==> src/rtl/fan_pwm_mode_controller_assert.svh <==
// ----------------------------------------------------------------------------
// Assertion macros for the fan PWM mode controller
// Shared helpers for concurrent checks, clocked on the rising edge with a
// synchronous reset as the disable condition.
// ----------------------------------------------------------------------------
`ifndef FAN_PWM_MODE_CONTROLLER_ASSERT_SVH
`define FAN_PWM_MODE_CONTROLLER_ASSERT_SVH

// same-cycle implication
`define FPMC_ASSERT_SAME(label, clk, rst, ante, cons, msg) \
   label: assert property (@(posedge clk) disable iff (rst) (ante) |-> (cons)) \
      else $error(msg);

// next-cycle implication
`define FPMC_ASSERT_NEXT(label, clk, rst, ante, cons, msg) \
   label: assert property (@(posedge clk) disable iff (rst) (ante) |=> (cons)) \
      else $error(msg);

`endif

==> src/rtl/fpmc_pkg.sv <==
// ----------------------------------------------------------------------------
// fpmc_pkg
// Types, codes, constants and lookup functions of the fan PWM mode controller.
// ----------------------------------------------------------------------------
package fpmc_pkg;

   localparam int PERIOD_W  = 16;
   localparam int FACTOR_W  = 7;
   localparam int LEVEL_W   = 4;
   localparam int PROD_W    = PERIOD_W + FACTOR_W;
   localparam int RECIP_W   = 24;
   localparam int RECIP_SH  = 30;
   localparam int FULL_W    = PROD_W + RECIP_W;

   localparam logic [PERIOD_W-1:0] PERIOD_RESET = 16'd400;
   // ceil(2^30 / 100): exact divide by 100 for products below 2^23
   localparam logic [RECIP_W-1:0]  RECIP_MUL    = 24'd10737419;

   localparam logic [1:0] TYPE_BYTE  = 2'd0;
   localparam logic [1:0] TYPE_KEY   = 2'd1;
   localparam logic [1:0] TYPE_LIGHT = 2'd2;

   localparam logic [1:0] DIR_FWD  = 2'd0;
   localparam logic [1:0] DIR_REV  = 2'd1;
   localparam logic [1:0] DIR_STOP = 2'd2;

   localparam logic [1:0] ACT_KEEP = 2'd0;
   localparam logic [1:0] ACT_FWD  = 2'd1;
   localparam logic [1:0] ACT_REV  = 2'd2;
   localparam logic [1:0] ACT_STOP = 2'd3;

   localparam logic [2:0] BAND_NONE = 3'd4;

   localparam logic [7:0] CHAR_F_UP   = 8'h46;
   localparam logic [7:0] CHAR_F_LO   = 8'h66;
   localparam logic [7:0] CHAR_R_UP   = 8'h52;
   localparam logic [7:0] CHAR_R_LO   = 8'h72;
   localparam logic [7:0] CHAR_S_UP   = 8'h53;
   localparam logic [7:0] CHAR_S_LO   = 8'h73;
   localparam logic [7:0] DIGIT_LO    = 8'd49;
   localparam logic [7:0] DIGIT_HI    = 8'd57;
   localparam logic [7:0] DIGIT_ZERO  = 8'd48;

   localparam logic [LEVEL_W-1:0]  LEVEL_FULL  = 4'd9;
   localparam logic [FACTOR_W-1:0] FACTOR_BASE = 7'd55;
   localparam logic [FACTOR_W-1:0] FACTOR_STEP = 7'd5;

   typedef struct packed {
      logic [1:0]          action;
      logic [FACTOR_W-1:0] factor;
      logic                echo_valid;
      logic [7:0]          echo_byte;
      logic                report_valid;
      logic [6:0]          report_percent;
      logic                light_mode;
      logic [1:0]          direction;
   } fpmc_ctl_type;

   function automatic logic [LEVEL_W-1:0] band_level(input logic [1:0] band);
      case (band)
         2'd0:    band_level = 4'd1;
         2'd1:    band_level = 4'd4;
         2'd2:    band_level = 4'd7;
         default: band_level = 4'd9;
      endcase
   endfunction

   function automatic logic [6:0] band_percent(input logic [1:0] band);
      case (band)
         2'd0:    band_percent = 7'd60;
         2'd1:    band_percent = 7'd75;
         2'd2:    band_percent = 7'd90;
         default: band_percent = 7'd100;
      endcase
   endfunction

endpackage

==> src/rtl/fpmc_if.sv <==
// ----------------------------------------------------------------------------
// fpmc_if
// Valid/ready channels of the fan PWM mode controller: event in, result out.
// ----------------------------------------------------------------------------
interface fpmc_req_if import fpmc_pkg::*; ();
   logic        valid;
   logic        ready;
   logic [1:0]  req_type;
   logic [7:0]  rx_byte;
   logic [11:0] light_sample;

   modport source (output valid, req_type, rx_byte, light_sample, input ready);
   modport sink   (input valid, req_type, rx_byte, light_sample, output ready);
endinterface

interface fpmc_rsp_if import fpmc_pkg::*; ();
   logic                valid;
   logic                ready;
   logic [PERIOD_W-1:0] forward_compare;
   logic [PERIOD_W-1:0] reverse_compare;
   logic                echo_valid;
   logic [7:0]          echo_byte;
   logic                report_valid;
   logic [6:0]          report_percent;
   logic                light_mode;
   logic [1:0]          direction;

   modport source (output valid, forward_compare, reverse_compare, echo_valid, echo_byte,
                   report_valid, report_percent, light_mode, direction,
                   input ready);
   modport sink   (input valid, forward_compare, reverse_compare, echo_valid, echo_byte,
                   report_valid, report_percent, light_mode, direction,
                   output ready);
endinterface

==> src/rtl/fan_pwm_mode_controller.sv <==
// ----------------------------------------------------------------------------
// fan_pwm_mode_controller
// Bidirectional fan PWM controller driven by command bytes, a mode key and
// light samples; computes both channel compare values per event.
// ----------------------------------------------------------------------------
//  channel   dir  contents
//  req_chan  in   req_type, rx_byte, light_sample
//  rsp_chan  out  compares, echo, report, light_mode, direction
//  csr_*     in   pwm_period write
//
//  One event per cycle unless rsp ready low stalls it; each result passes the
//  decode register, multiply register and result register in order.
//  The reciprocal multiply after the product register sets the path length.
//  Reset clears mode and compares, sets dir STOP, band NONE, period 400.
//  A waiting result with rsp ready low freezes every stage; req ready follows.
// ----------------------------------------------------------------------------
`include "fan_pwm_mode_controller_assert.svh"

module fan_pwm_mode_controller import fpmc_pkg::*; (
   input  logic                clock,
   input  logic                reset,
   fpmc_req_if.sink            req_chan,
   fpmc_rsp_if.source          rsp_chan,
   input  logic                csr_wr_en,
   input  logic [PERIOD_W-1:0] csr_wr_data
);

   logic [PERIOD_W-1:0] period_ff;
   logic                adv;
   logic                s1_valid, s2_valid;
   fpmc_ctl_type        s1_ctl, s2_ctl;
   logic [PERIOD_W-1:0] quotient;
   logic                rsp_valid_ff;
   logic [PERIOD_W-1:0] fwd_ff, fwd_in, rev_ff, rev_in;
   fpmc_ctl_type        out_ctl_ff;

   assign adv            = !rsp_valid_ff || rsp_chan.ready;
   assign req_chan.ready = adv;

   always_ff @(posedge clock) begin
      if (reset) begin
         period_ff <= PERIOD_RESET;
      end else if (csr_wr_en) begin
         period_ff <= csr_wr_data;
      end
   end

   fpmc_decode u_decode (
      .clock        (clock),
      .reset        (reset),
      .adv          (adv),
      .req_valid    (req_chan.valid),
      .req_type     (req_chan.req_type),
      .rx_byte      (req_chan.rx_byte),
      .light_sample (req_chan.light_sample),
      .s1_valid     (s1_valid),
      .s1_ctl       (s1_ctl)
   );

   fpmc_scale u_scale (
      .clock    (clock),
      .reset    (reset),
      .adv      (adv),
      .period   (period_ff),
      .s1_valid (s1_valid),
      .s1_ctl   (s1_ctl),
      .s2_valid (s2_valid),
      .s2_ctl   (s2_ctl),
      .quotient (quotient)
   );

   always_comb begin
      fwd_in = fwd_ff;
      rev_in = rev_ff;
      case (s2_ctl.action)
         ACT_FWD: begin
            fwd_in = quotient;
            rev_in = '0;
         end
         ACT_REV: begin
            fwd_in = '0;
            rev_in = quotient;
         end
         ACT_STOP: begin
            fwd_in = '0;
            rev_in = '0;
         end
         default: begin
         end
      endcase
   end

   // compare registers double as the duty state
   always_ff @(posedge clock) begin
      if (reset) begin
         rsp_valid_ff <= 1'b0;
         fwd_ff       <= '0;
         rev_ff       <= '0;
      end else if (adv) begin
         rsp_valid_ff <= s2_valid;
         if (s2_valid) begin
            fwd_ff <= fwd_in;
            rev_ff <= rev_in;
         end
      end
   end

   always_ff @(posedge clock) begin
      if (adv && s2_valid) begin
         out_ctl_ff <= s2_ctl;
      end
   end

   assign rsp_chan.valid           = rsp_valid_ff;
   assign rsp_chan.forward_compare = fwd_ff;
   assign rsp_chan.reverse_compare = rev_ff;
   assign rsp_chan.echo_valid      = out_ctl_ff.echo_valid;
   assign rsp_chan.echo_byte       = out_ctl_ff.echo_byte;
   assign rsp_chan.report_valid    = out_ctl_ff.report_valid;
   assign rsp_chan.report_percent  = out_ctl_ff.report_percent;
   assign rsp_chan.light_mode      = out_ctl_ff.light_mode;
   assign rsp_chan.direction       = out_ctl_ff.direction;

   `FPMC_ASSERT_SAME(a_echo_manual_only, clock, reset,
      rsp_valid_ff && out_ctl_ff.echo_valid, !out_ctl_ff.light_mode,
      "echo in light mode")
   `FPMC_ASSERT_SAME(a_report_light_only, clock, reset,
      rsp_valid_ff && out_ctl_ff.report_valid, out_ctl_ff.light_mode,
      "report in manual mode")
   `FPMC_ASSERT_SAME(a_one_channel_driven, clock, reset,
      rsp_valid_ff && (fwd_ff != '0), rev_ff == '0,
      "both PWM channels driven")

endmodule

==> src/rtl/fpmc_decode.sv <==
// ----------------------------------------------------------------------------
// fpmc_decode
// Event decode, mode/direction/band state, and the first pipeline register.
// ----------------------------------------------------------------------------
`include "fan_pwm_mode_controller_assert.svh"

module fpmc_decode import fpmc_pkg::*; (
   input  logic         clock,
   input  logic         reset,
   input  logic         adv,
   input  logic         req_valid,
   input  logic [1:0]   req_type,
   input  logic [7:0]   rx_byte,
   input  logic [11:0]  light_sample,
   output logic         s1_valid,
   output fpmc_ctl_type s1_ctl
);

   logic         mode_ff, mode_in;
   logic [1:0]   dir_ff, dir_in;
   logic [2:0]   band_ff, band_in;
   logic         s1_valid_ff;
   fpmc_ctl_type s1_ctl_ff, ctl_in;
   logic         accept;
   logic         is_digit, is_f, is_r, is_s;
   logic [LEVEL_W-1:0] level;
   logic [LEVEL_W-1:0] digit_level;
   logic [1:0]   band;

   assign accept      = req_valid && adv;
   assign is_digit    = (rx_byte >= DIGIT_LO) && (rx_byte <= DIGIT_HI);
   assign is_f        = (rx_byte == CHAR_F_UP) || (rx_byte == CHAR_F_LO);
   assign is_r        = (rx_byte == CHAR_R_UP) || (rx_byte == CHAR_R_LO);
   assign is_s        = (rx_byte == CHAR_S_UP) || (rx_byte == CHAR_S_LO);
   assign digit_level = LEVEL_W'(rx_byte - DIGIT_ZERO);
   assign band        = light_sample[11:10];

   always_comb begin
      mode_in = mode_ff;
      dir_in  = dir_ff;
      band_in = band_ff;
      level   = LEVEL_FULL;
      ctl_in  = '0;
      ctl_in.action = ACT_KEEP;
      case (req_type)
         TYPE_BYTE: begin
            if (!mode_ff) begin
               ctl_in.echo_valid = 1'b1;
               ctl_in.echo_byte  = rx_byte;
               case (dir_ff)
                  DIR_FWD: begin
                     if (is_digit) begin
                        ctl_in.action = ACT_FWD;
                        level         = digit_level;
                     end else if (is_s) begin
                        ctl_in.action = ACT_STOP;
                        dir_in        = DIR_STOP;
                     end else if (is_r) begin
                        ctl_in.action = ACT_REV;
                        dir_in        = DIR_REV;
                     end
                  end
                  DIR_REV: begin
                     if (is_digit) begin
                        ctl_in.action = ACT_REV;
                        level         = digit_level;
                     end else if (is_s) begin
                        ctl_in.action = ACT_STOP;
                        dir_in        = DIR_STOP;
                     end else if (is_f) begin
                        ctl_in.action = ACT_FWD;
                        dir_in        = DIR_FWD;
                     end
                  end
                  default: begin
                     if (is_f) begin
                        ctl_in.action = ACT_FWD;
                        dir_in        = DIR_FWD;
                     end else if (is_r) begin
                        ctl_in.action = ACT_REV;
                        dir_in        = DIR_REV;
                     end
                  end
               endcase
            end
         end
         TYPE_KEY: begin
            if (!mode_ff) begin
               mode_in = 1'b1;
            end else begin
               mode_in       = 1'b0;
               dir_in        = DIR_STOP;
               ctl_in.action = ACT_STOP;
            end
         end
         TYPE_LIGHT: begin
            if (mode_ff) begin
               ctl_in.action = ACT_FWD;
               level         = band_level(band);
               if (band_ff != {1'b0, band}) begin
                  ctl_in.report_valid   = 1'b1;
                  ctl_in.report_percent = band_percent(band);
               end
               band_in = {1'b0, band};
            end
         end
         default: begin
         end
      endcase
      ctl_in.factor     = FACTOR_W'(level) * FACTOR_STEP + FACTOR_BASE;
      ctl_in.light_mode = mode_in;
      ctl_in.direction  = dir_in;
   end

   always_ff @(posedge clock) begin
      if (reset) begin
         mode_ff     <= 1'b0;
         dir_ff      <= DIR_STOP;
         band_ff     <= BAND_NONE;
         s1_valid_ff <= 1'b0;
      end else begin
         if (accept) begin
            mode_ff <= mode_in;
            dir_ff  <= dir_in;
            band_ff <= band_in;
         end
         if (adv) begin
            s1_valid_ff <= req_valid;
         end
      end
   end

   always_ff @(posedge clock) begin
      if (adv) begin
         s1_ctl_ff <= ctl_in;
      end
   end

   assign s1_valid = s1_valid_ff;
   assign s1_ctl   = s1_ctl_ff;

   `FPMC_ASSERT_NEXT(a_key_leaves_light, clock, reset,
      accept && (req_type == TYPE_KEY) && mode_ff,
      !mode_ff && (dir_ff == DIR_STOP), "key in light mode must stop the fan")
   `FPMC_ASSERT_NEXT(a_byte_ignored_light, clock, reset,
      accept && (req_type == TYPE_BYTE) && mode_ff,
      mode_ff && $stable(dir_ff), "byte in light mode must not change state")
   `FPMC_ASSERT_NEXT(a_band_tracks_sample, clock, reset,
      accept && (req_type == TYPE_LIGHT) && mode_ff,
      !band_ff[2] && (band_ff[1:0] == $past(light_sample[11:10])),
      "band memory must follow light sample")

endmodule

==> src/rtl/fpmc_scale.sv <==
// ----------------------------------------------------------------------------
// fpmc_scale
// Duty scaling: period times factor, registered, then exact divide by 100
// through a reciprocal multiply.
// ----------------------------------------------------------------------------
module fpmc_scale import fpmc_pkg::*; (
   input  logic                clock,
   input  logic                reset,
   input  logic                adv,
   input  logic [PERIOD_W-1:0] period,
   input  logic                s1_valid,
   input  fpmc_ctl_type        s1_ctl,
   output logic                s2_valid,
   output fpmc_ctl_type        s2_ctl,
   output logic [PERIOD_W-1:0] quotient
);

   logic               s2_valid_ff;
   fpmc_ctl_type       s2_ctl_ff;
   logic [PROD_W-1:0]  prod_ff, prod_in;
   logic [FULL_W-1:0]  full;

   assign prod_in = PROD_W'(period) * PROD_W'(s1_ctl.factor);
   assign full    = FULL_W'(prod_ff) * FULL_W'(RECIP_MUL);

   always_ff @(posedge clock) begin
      if (reset) begin
         s2_valid_ff <= 1'b0;
      end else if (adv) begin
         s2_valid_ff <= s1_valid;
      end
   end

   always_ff @(posedge clock) begin
      if (adv) begin
         s2_ctl_ff <= s1_ctl;
         prod_ff   <= prod_in;
      end
   end

   assign s2_valid = s2_valid_ff;
   assign s2_ctl   = s2_ctl_ff;
   assign quotient = full[RECIP_SH +: PERIOD_W];

endmodule
==> src/flat_wrapper.sv <==
// flat-port wrapper written by rule: the top's interface ports become plain ports
module fan_pwm_mode_controller_flat import fpmc_pkg::*;
  (clock, reset, csr_wr_en, csr_wr_data, req_chan_valid, req_chan_req_type, req_chan_rx_byte, req_chan_light_sample, req_chan_ready, rsp_chan_valid, rsp_chan_forward_compare, rsp_chan_reverse_compare, rsp_chan_echo_valid, rsp_chan_echo_byte, rsp_chan_report_valid, rsp_chan_report_percent, rsp_chan_light_mode, rsp_chan_direction, rsp_chan_ready);
  fpmc_req_if req_chan_i ();
  fpmc_rsp_if rsp_chan_i ();
  input  logic clock;
  input  logic reset;
  input  logic csr_wr_en;
  input  logic [PERIOD_W-1:0] csr_wr_data;
  input wire logic [$bits(req_chan_i.valid)-1:0] req_chan_valid;
  input wire logic [$bits(req_chan_i.req_type)-1:0] req_chan_req_type;
  input wire logic [$bits(req_chan_i.rx_byte)-1:0] req_chan_rx_byte;
  input wire logic [$bits(req_chan_i.light_sample)-1:0] req_chan_light_sample;
  output wire logic [$bits(req_chan_i.ready)-1:0] req_chan_ready;
  output wire logic [$bits(rsp_chan_i.valid)-1:0] rsp_chan_valid;
  output wire logic [$bits(rsp_chan_i.forward_compare)-1:0] rsp_chan_forward_compare;
  output wire logic [$bits(rsp_chan_i.reverse_compare)-1:0] rsp_chan_reverse_compare;
  output wire logic [$bits(rsp_chan_i.echo_valid)-1:0] rsp_chan_echo_valid;
  output wire logic [$bits(rsp_chan_i.echo_byte)-1:0] rsp_chan_echo_byte;
  output wire logic [$bits(rsp_chan_i.report_valid)-1:0] rsp_chan_report_valid;
  output wire logic [$bits(rsp_chan_i.report_percent)-1:0] rsp_chan_report_percent;
  output wire logic [$bits(rsp_chan_i.light_mode)-1:0] rsp_chan_light_mode;
  output wire logic [$bits(rsp_chan_i.direction)-1:0] rsp_chan_direction;
  input wire logic [$bits(rsp_chan_i.ready)-1:0] rsp_chan_ready;
  assign req_chan_i.valid = req_chan_valid;
  assign req_chan_i.req_type = req_chan_req_type;
  assign req_chan_i.rx_byte = req_chan_rx_byte;
  assign req_chan_i.light_sample = req_chan_light_sample;
  assign req_chan_ready = req_chan_i.ready;
  assign rsp_chan_valid = rsp_chan_i.valid;
  assign rsp_chan_forward_compare = rsp_chan_i.forward_compare;
  assign rsp_chan_reverse_compare = rsp_chan_i.reverse_compare;
  assign rsp_chan_echo_valid = rsp_chan_i.echo_valid;
  assign rsp_chan_echo_byte = rsp_chan_i.echo_byte;
  assign rsp_chan_report_valid = rsp_chan_i.report_valid;
  assign rsp_chan_report_percent = rsp_chan_i.report_percent;
  assign rsp_chan_light_mode = rsp_chan_i.light_mode;
  assign rsp_chan_direction = rsp_chan_i.direction;
  assign rsp_chan_i.ready = rsp_chan_ready;
  fan_pwm_mode_controller u_core (.clock(clock), .reset(reset), .req_chan(req_chan_i), .rsp_chan(rsp_chan_i), .csr_wr_en(csr_wr_en), .csr_wr_data(csr_wr_data));
endmodule
==> config.mk <==
export PLATFORM = sky130hd
export DESIGN_NAME = fan_pwm_mode_controller_flat
export DESIGN_NICKNAME = d
export VERILOG_FILES = /design/src/rtl/fpmc_pkg.sv /design/src/rtl/fpmc_if.sv /design/src/rtl/fan_pwm_mode_controller.sv /design/src/rtl/fpmc_decode.sv /design/src/rtl/fpmc_scale.sv /design/src/flat_wrapper.sv
export VERILOG_INCLUDE_DIRS = /design/src /design/src/rtl
export SDC_FILE = /design/constraint.sdc
export NUM_CORES = 1
export LEC_CHECK = 0
export BUFFER_PORTS_ARGS = -buffer_cell sky130_fd_sc_hd__buf_2
export CAP_MARGIN = 10
export CORE_ASPECT_RATIO = 1.75
export CORE_MARGIN = 5
export CORE_UTILIZATION = 55
export CTS_CLUSTER_SIZE = 20
export DETAILED_ROUTE_END_ITERATION = 10
export PLACE_DENSITY = 0.83
export SLEW_MARGIN = 20
export SYNTH_ARGS = -nofsm -noshare
export SYNTH_HDL_FRONTEND = slang
export SYNTH_SLANG_ARGS = --single-unit
export TNS_END_PERCENT = 100
==> constraint.sdc <==
create_clock -name clock -period 8 [get_ports clock]
set_input_delay 1.6 -clock clock [delete_from_list [all_inputs] [get_ports clock]]
set_output_delay 1.6 -clock clock [all_outputs]
set_load 0.02 [all_outputs]
Word-level counts from Yosys, hierarchy flattened
Cells that the tools add are included.
W data, S select, Z words.
- register bits after elaboration: 151
- bits in latches: 0
- memory bits (writable): 0
- memory bits (read-only): 0
- output and inout bits: 54
- word-level logic and storage cells: 112
- memories: 0
- $add $sub $neg: 2
- multipliers: 3
- divide/modulo/power cells: 0
- order comparisons: 2
- eq/ne operators: 15
- shift-type cells: 0
- multiplexer cells: 36
- bitwise logic cells: 1
- reductions and logical operators: 22
- operators with widths (kind ; count):
    $pmux W16 S2 ; 2
    $eq A8 B7 Y1 const B ; 6
    $mul A23 B24 Y46 const B ; 1
    $mux W2 ; 17
    $mul A16 B7 Y23 ; 1
    $pmux W7 S3 ; 1
    $mux W4 ; 4
    $pmux W2 S2 ; 3
    $pmux W4 S3 ; 1
    $reduce_and A3 Y1 ; 4
    $mux W9 ; 1
    $eq A2 B1 Y1 const B ; 4
    $eq A2 B2 Y1 const B ; 4
    $ge A8 B6 Y1 const B ; 1
    $le A8 B6 Y1 const B ; 1
    $mux W8 ; 1
    $pmux W4 S2 ; 1
    $reduce_or A2 Y1 ; 4
    $add A7 B6 Y7 const B ; 1
    $mul A4 B3 Y7 const B ; 1
    $logic_not A2 Y1 ; 3
    $pmux W2 S3 ; 1
    $logic_or A1 B1 Y1 ; 4
    $mux W1 ; 4
    7 further kinds ; 10

Logic depth before layout (Yosys ltp)
- depth in word-level cells: 8
- depth in mapped cells: 24
- gate-level depth less buffers: 24

Hierarchy
From an unflattened synthesis, not the netlist that was laid out.
- cell total of the unflattened synthesis: 1858
- area total of the unflattened synthesis: 19149.6 um^2
- by module, submodules not included (module ; instances ; cells an instance ; area each (um^2)):
    fpmc_scale ; 1 ; 1409 ; 14331.2
    fan_pwm_mode_controller ; 1 ; 266 ; 2812.7
    fpmc_decode ; 1 ; 183 ; 2005.7

Worst setup path after synthesis
Ideal clock, no wire load.
- path type: register to register
- from: register u_core.u_scale.prod_ff[6]
- to: register u_core.rev_ff[11], in the netlist u_core.rsp_chan.reverse_compare[11]
- arrival: 6.290 ns
- data required time: 7.883 ns
- path slack: 1.593 ns
- stages on the path, launching flop included: 23
- clock period less this slack: 6.407 ns
- cell sequence: edfxtp_1 > inv_1 > fa_1 > inv_1 > fa_1 > inv_1 > fa_1 > fa_1 > inv_1 > fa_1 > fa_1 > inv_1 > fa_1 > inv_1 > ha_1 > a21oi_1 > o21ai_0 > a311o_1 > a221o_1 > o211ai_2 > nand2_1 > xor2_1 > a22o_1
- word-level cells in the longest chain between the ends: 2
- RTL lines (item ; RTL line ; text):
    from (decl) ; fpmc_scale.sv:20 ; logic [PROD_W-1:0] prod_ff, prod_in;
    from (signal assigned) ; fpmc_scale.sv:37 ; prod_ff <= prod_in;
    $mul A23 B24 Y46 ; fpmc_scale.sv:24 ; assign full = FULL_W'(prod_ff) * FULL_W'(RECIP_MUL);
    $pmux W16 S2 ; fan_pwm_mode_controller.sv:75 ; case (s2_ctl.action)
    to (signal assigned) ; fan_pwm_mode_controller.sv:103 ; rev_ff <= rev_in;
    to (decl) ; fan_pwm_mode_controller.sv:34 ; logic [PERIOD_W-1:0] fwd_ff, fwd_in, rev_ff, rev_in;
Every way passes these cells.
A chain may end at the register's enable or synchronous reset.

Worst setup path after layout
- from: register u_core.u_scale.prod_ff[5]
- to: register u_core.rev_ff[14], in the netlist u_core.rsp_chan.reverse_compare[14]
The elaborated chain is that of the path after synthesis.

==> run metrics <==
status=complete, no violations; final net count=2407; Yosys top cell by area=fa_1; Synthesized Nets=2332; dpl cells=2182; CTS Buffer Depth=2; WS Path Type=flop to flop; total CTS buffers=17; CP most frequent cell=fa_1; vias per cell=5.61; routed len/inst=19.3 um; post-synthesis sequential area ratio=0.216; worst-skew pair later-pin latency=0.43 ns; vias in the first global route=14100; CP peak stage delay=0.63 ns; Netlist cell types=65; Max Slew Vio Count=0; Final period util=0.884; async set-reset flop share out of synthesis=0; most common cell after layout, fill and taps aside=inv_1; layout cell share with drive strength beyond 1=0.0750; synth top area cells=fa_1 29%, ha_1 21%, edfxtp_1 15%; Total Wirelength=42700 um; Placeable Area=0.0322 mm^2; DIE AREA=0.0365 mm^2; pre-CTS setup slack=0.927 ns; row count=87; post_cts resized=0; Least-Margin Pin Slew=0.964 ns; DR iter-0 viols=586; Final Skew=0.0142 ns; worst path required time=8.38 ns; Max transition margin=0.357; vias=12400; Mean Syn Cell Area=10.4 um^2; Finished Cell Area=0.0194 mm^2; chip width=147 um; area grow syn2layout=8.06%; #FFs+latches synth=148; crit path capture type=flop; final setup violation count=0; clock slew at reported path FFs=0.07 ns; aggregate global-route resource usage=0.246; unrepaired setup endpoints after global routing=false; Worst Path Max Fanout=7; most frequent cells in the layout=411 x inv_1, 299 x ha_1, 264 x fa_1; Ys Warns=0; Final Hold Vio Count=0; Layout Cells excl Fill=2214; Antenna Cells=0; largest net degree at the start of global routing=79; critical path arrival=7.45 ns; 1st-pass router iterations=5; Root Buffer=clkbuf_16; postcts setup bufs=0; critical path cell sequence=inv_1 > fa_1 > fa_1 > fa_1 > inv_1 > fa_1 > fa_1 > fa_1 > inv_1 > fa_1 > inv_1 > ha_1 > nand2_1 > nor4_1 > nand3_1 > a21oi_2 > nor2_4 > o311ai_2 > xor2_1 > a22o_1; Final GP Congestion=0.971; CP Launch Type=flop; CTS tree=yes; setup TNS=0 ns; max_cap viols=0; Top FF cell, synth=edfxtp_1; Fmax achieved=141 MHz; number of flops mapped to enable cells by yosys=91; Worst path slowest cell=fa_1; Remaining DRCs=0; detailed placement HPWL=36600 um; global route overflow=0; CTS Sinks=148; Mapped Area=0.0179 mm^2; antenna violations before repair=0; H-tree depth reported by CTS=4; Placement Cell Area=0.0188 mm^2; cts hold-fix bufs=0; type of the most critical hold path=flop to flop; Min Clock Period, post-route=7.08 ns; top-area cell type share of the netlist area=0.295; # IOs=97; # fillers=2638; Die Span Y=249 um; internal reg-to-reg setup slack=0.92 ns; port bufs=86; first-pass GRT wire length=70300 um; Initial Util=0.557; post-route ant nets=0; Syn Inst Count=1726; post-route setup slack=0.925 ns
==> state kept, by name (all words and copies together) (netlist names), 3 cells and up <==
| register | flops |
|---|---|
| u_core.u_decode.s1_ctl | 28 |
| u_core.u_scale.prod_ff | 23 |
| u_core.u_scale.s2_ctl | 21 |
| u_core.period_ff | 16 |
| u_core.rsp_chan.forward_compare | 16 |
| u_core.rsp_chan.reverse_compare | 16 |
| u_core.rsp_chan.echo_byte | 8 |
| u_core.rsp_chan.report_percent | 6 |
| u_core.u_decode.band_ff | 3 |
==> logic make-up (layout without fill, tap and decap cells) <==
logic type               count (synthesis)  count (layout)  share of synthesized area
adder cells (fa/ha/maj)                563             563                      0.503
AO/OA/AOI/OAI                          194             194                     0.0732
AND/OR/NAND/NOR                        315             315                     0.0834
multiplexers                            16              16                    0.00893
XOR/XNOR                                45              45                     0.0220
flip-flops                             148             148                      0.216
buffers and inverters                  445             533                     0.0934
==> cell usage after synthesis (all sizes together) (24+ instances only) <==
| master | n |
|---|---|
| inv | 411 |
| ha | 299 |
| fa | 264 |
| nand2 | 131 |
| edfxtp | 91 |
| a21oi | 62 |
| dfxtp | 57 |
| nor2 | 52 |
| and2 | 42 |
| clkbuf | 32 |
| xnor2 | 32 |
| o21ai | 30 |
| a22o | 24 |
==> path summary, 6_finish.rpt <==
path,to,depth (start not counted),start
worst min-delay path,u_core.u_scale.s2_ctl[28]$_DFFE_PN_,0,u_core.u_decode.s1_ctl[28]$_DFFE_PN_
worst min register to register,u_core.u_scale.s2_ctl[28]$_DFFE_PN_,0,u_core.u_decode.s1_ctl[28]$_DFFE_PN_
worst max-delay path,u_core.rsp_chan.reverse_compare[14]$_SDFFE_PP0P_,20,u_core.u_scale.prod_ff[5]$_DFFE_PN_
worst max register to register,u_core.rsp_chan.reverse_compare[14]$_SDFFE_PP0P_,20,u_core.u_scale.prod_ff[5]$_DFFE_PN_
==> layer usage <==
layer / GRT usage / vias up / wire length [um]
met5: 0 / - / 0
li1: - / 5698 / -
met3: 0.0271 / 152 / 1280
met2: 0.488 / 347 / 24400
met1: 0.222 / 6225 / 13200
met4: 0.181 / 0 / 3710
==> layout make-up <==
| class | count | area [um^2] | area share |
|---|---|---|---|
| Inverter | 411 | 1540 | 0.0796 |
| Tap cell | 400 | 500 | 0.0258 |
| Clock inverter | 14 | 180 | 0.00930 |
| Clock buffer | 18 | 429 | 0.0221 |
| Multi-Input combinational cell | 1133 | 12400 | 0.640 |
| Sequential cell | 148 | 3870 | 0.200 |
| Timing Repair Buffer | 90 | 460 | 0.0238 |
==> metrics by stage <==
step                hold slack [ns]  utilization
floorplan                     0.400            -
global placement              0.401        0.583
detailed placement            0.405        0.583
CTS                           0.416        0.602
global route                  0.418        0.602
finish                        0.416        0.602
==> critical path: cells and delay by family, from the launching register on <==
family                     cells  cell delay [ns]
xor gates and xnor gates       1             0.29
and+or+nand+nor                4             0.93
DFF                            1             0.60
adders and majority gates      8             4.04
buffers and inverters          4             0.37
AOI/OAI and AO/OA              3             0.79
Power is left out: the tool's default activity adds up to more than one toggle a clock period on the data nets, which glitch-free logic cannot reach.
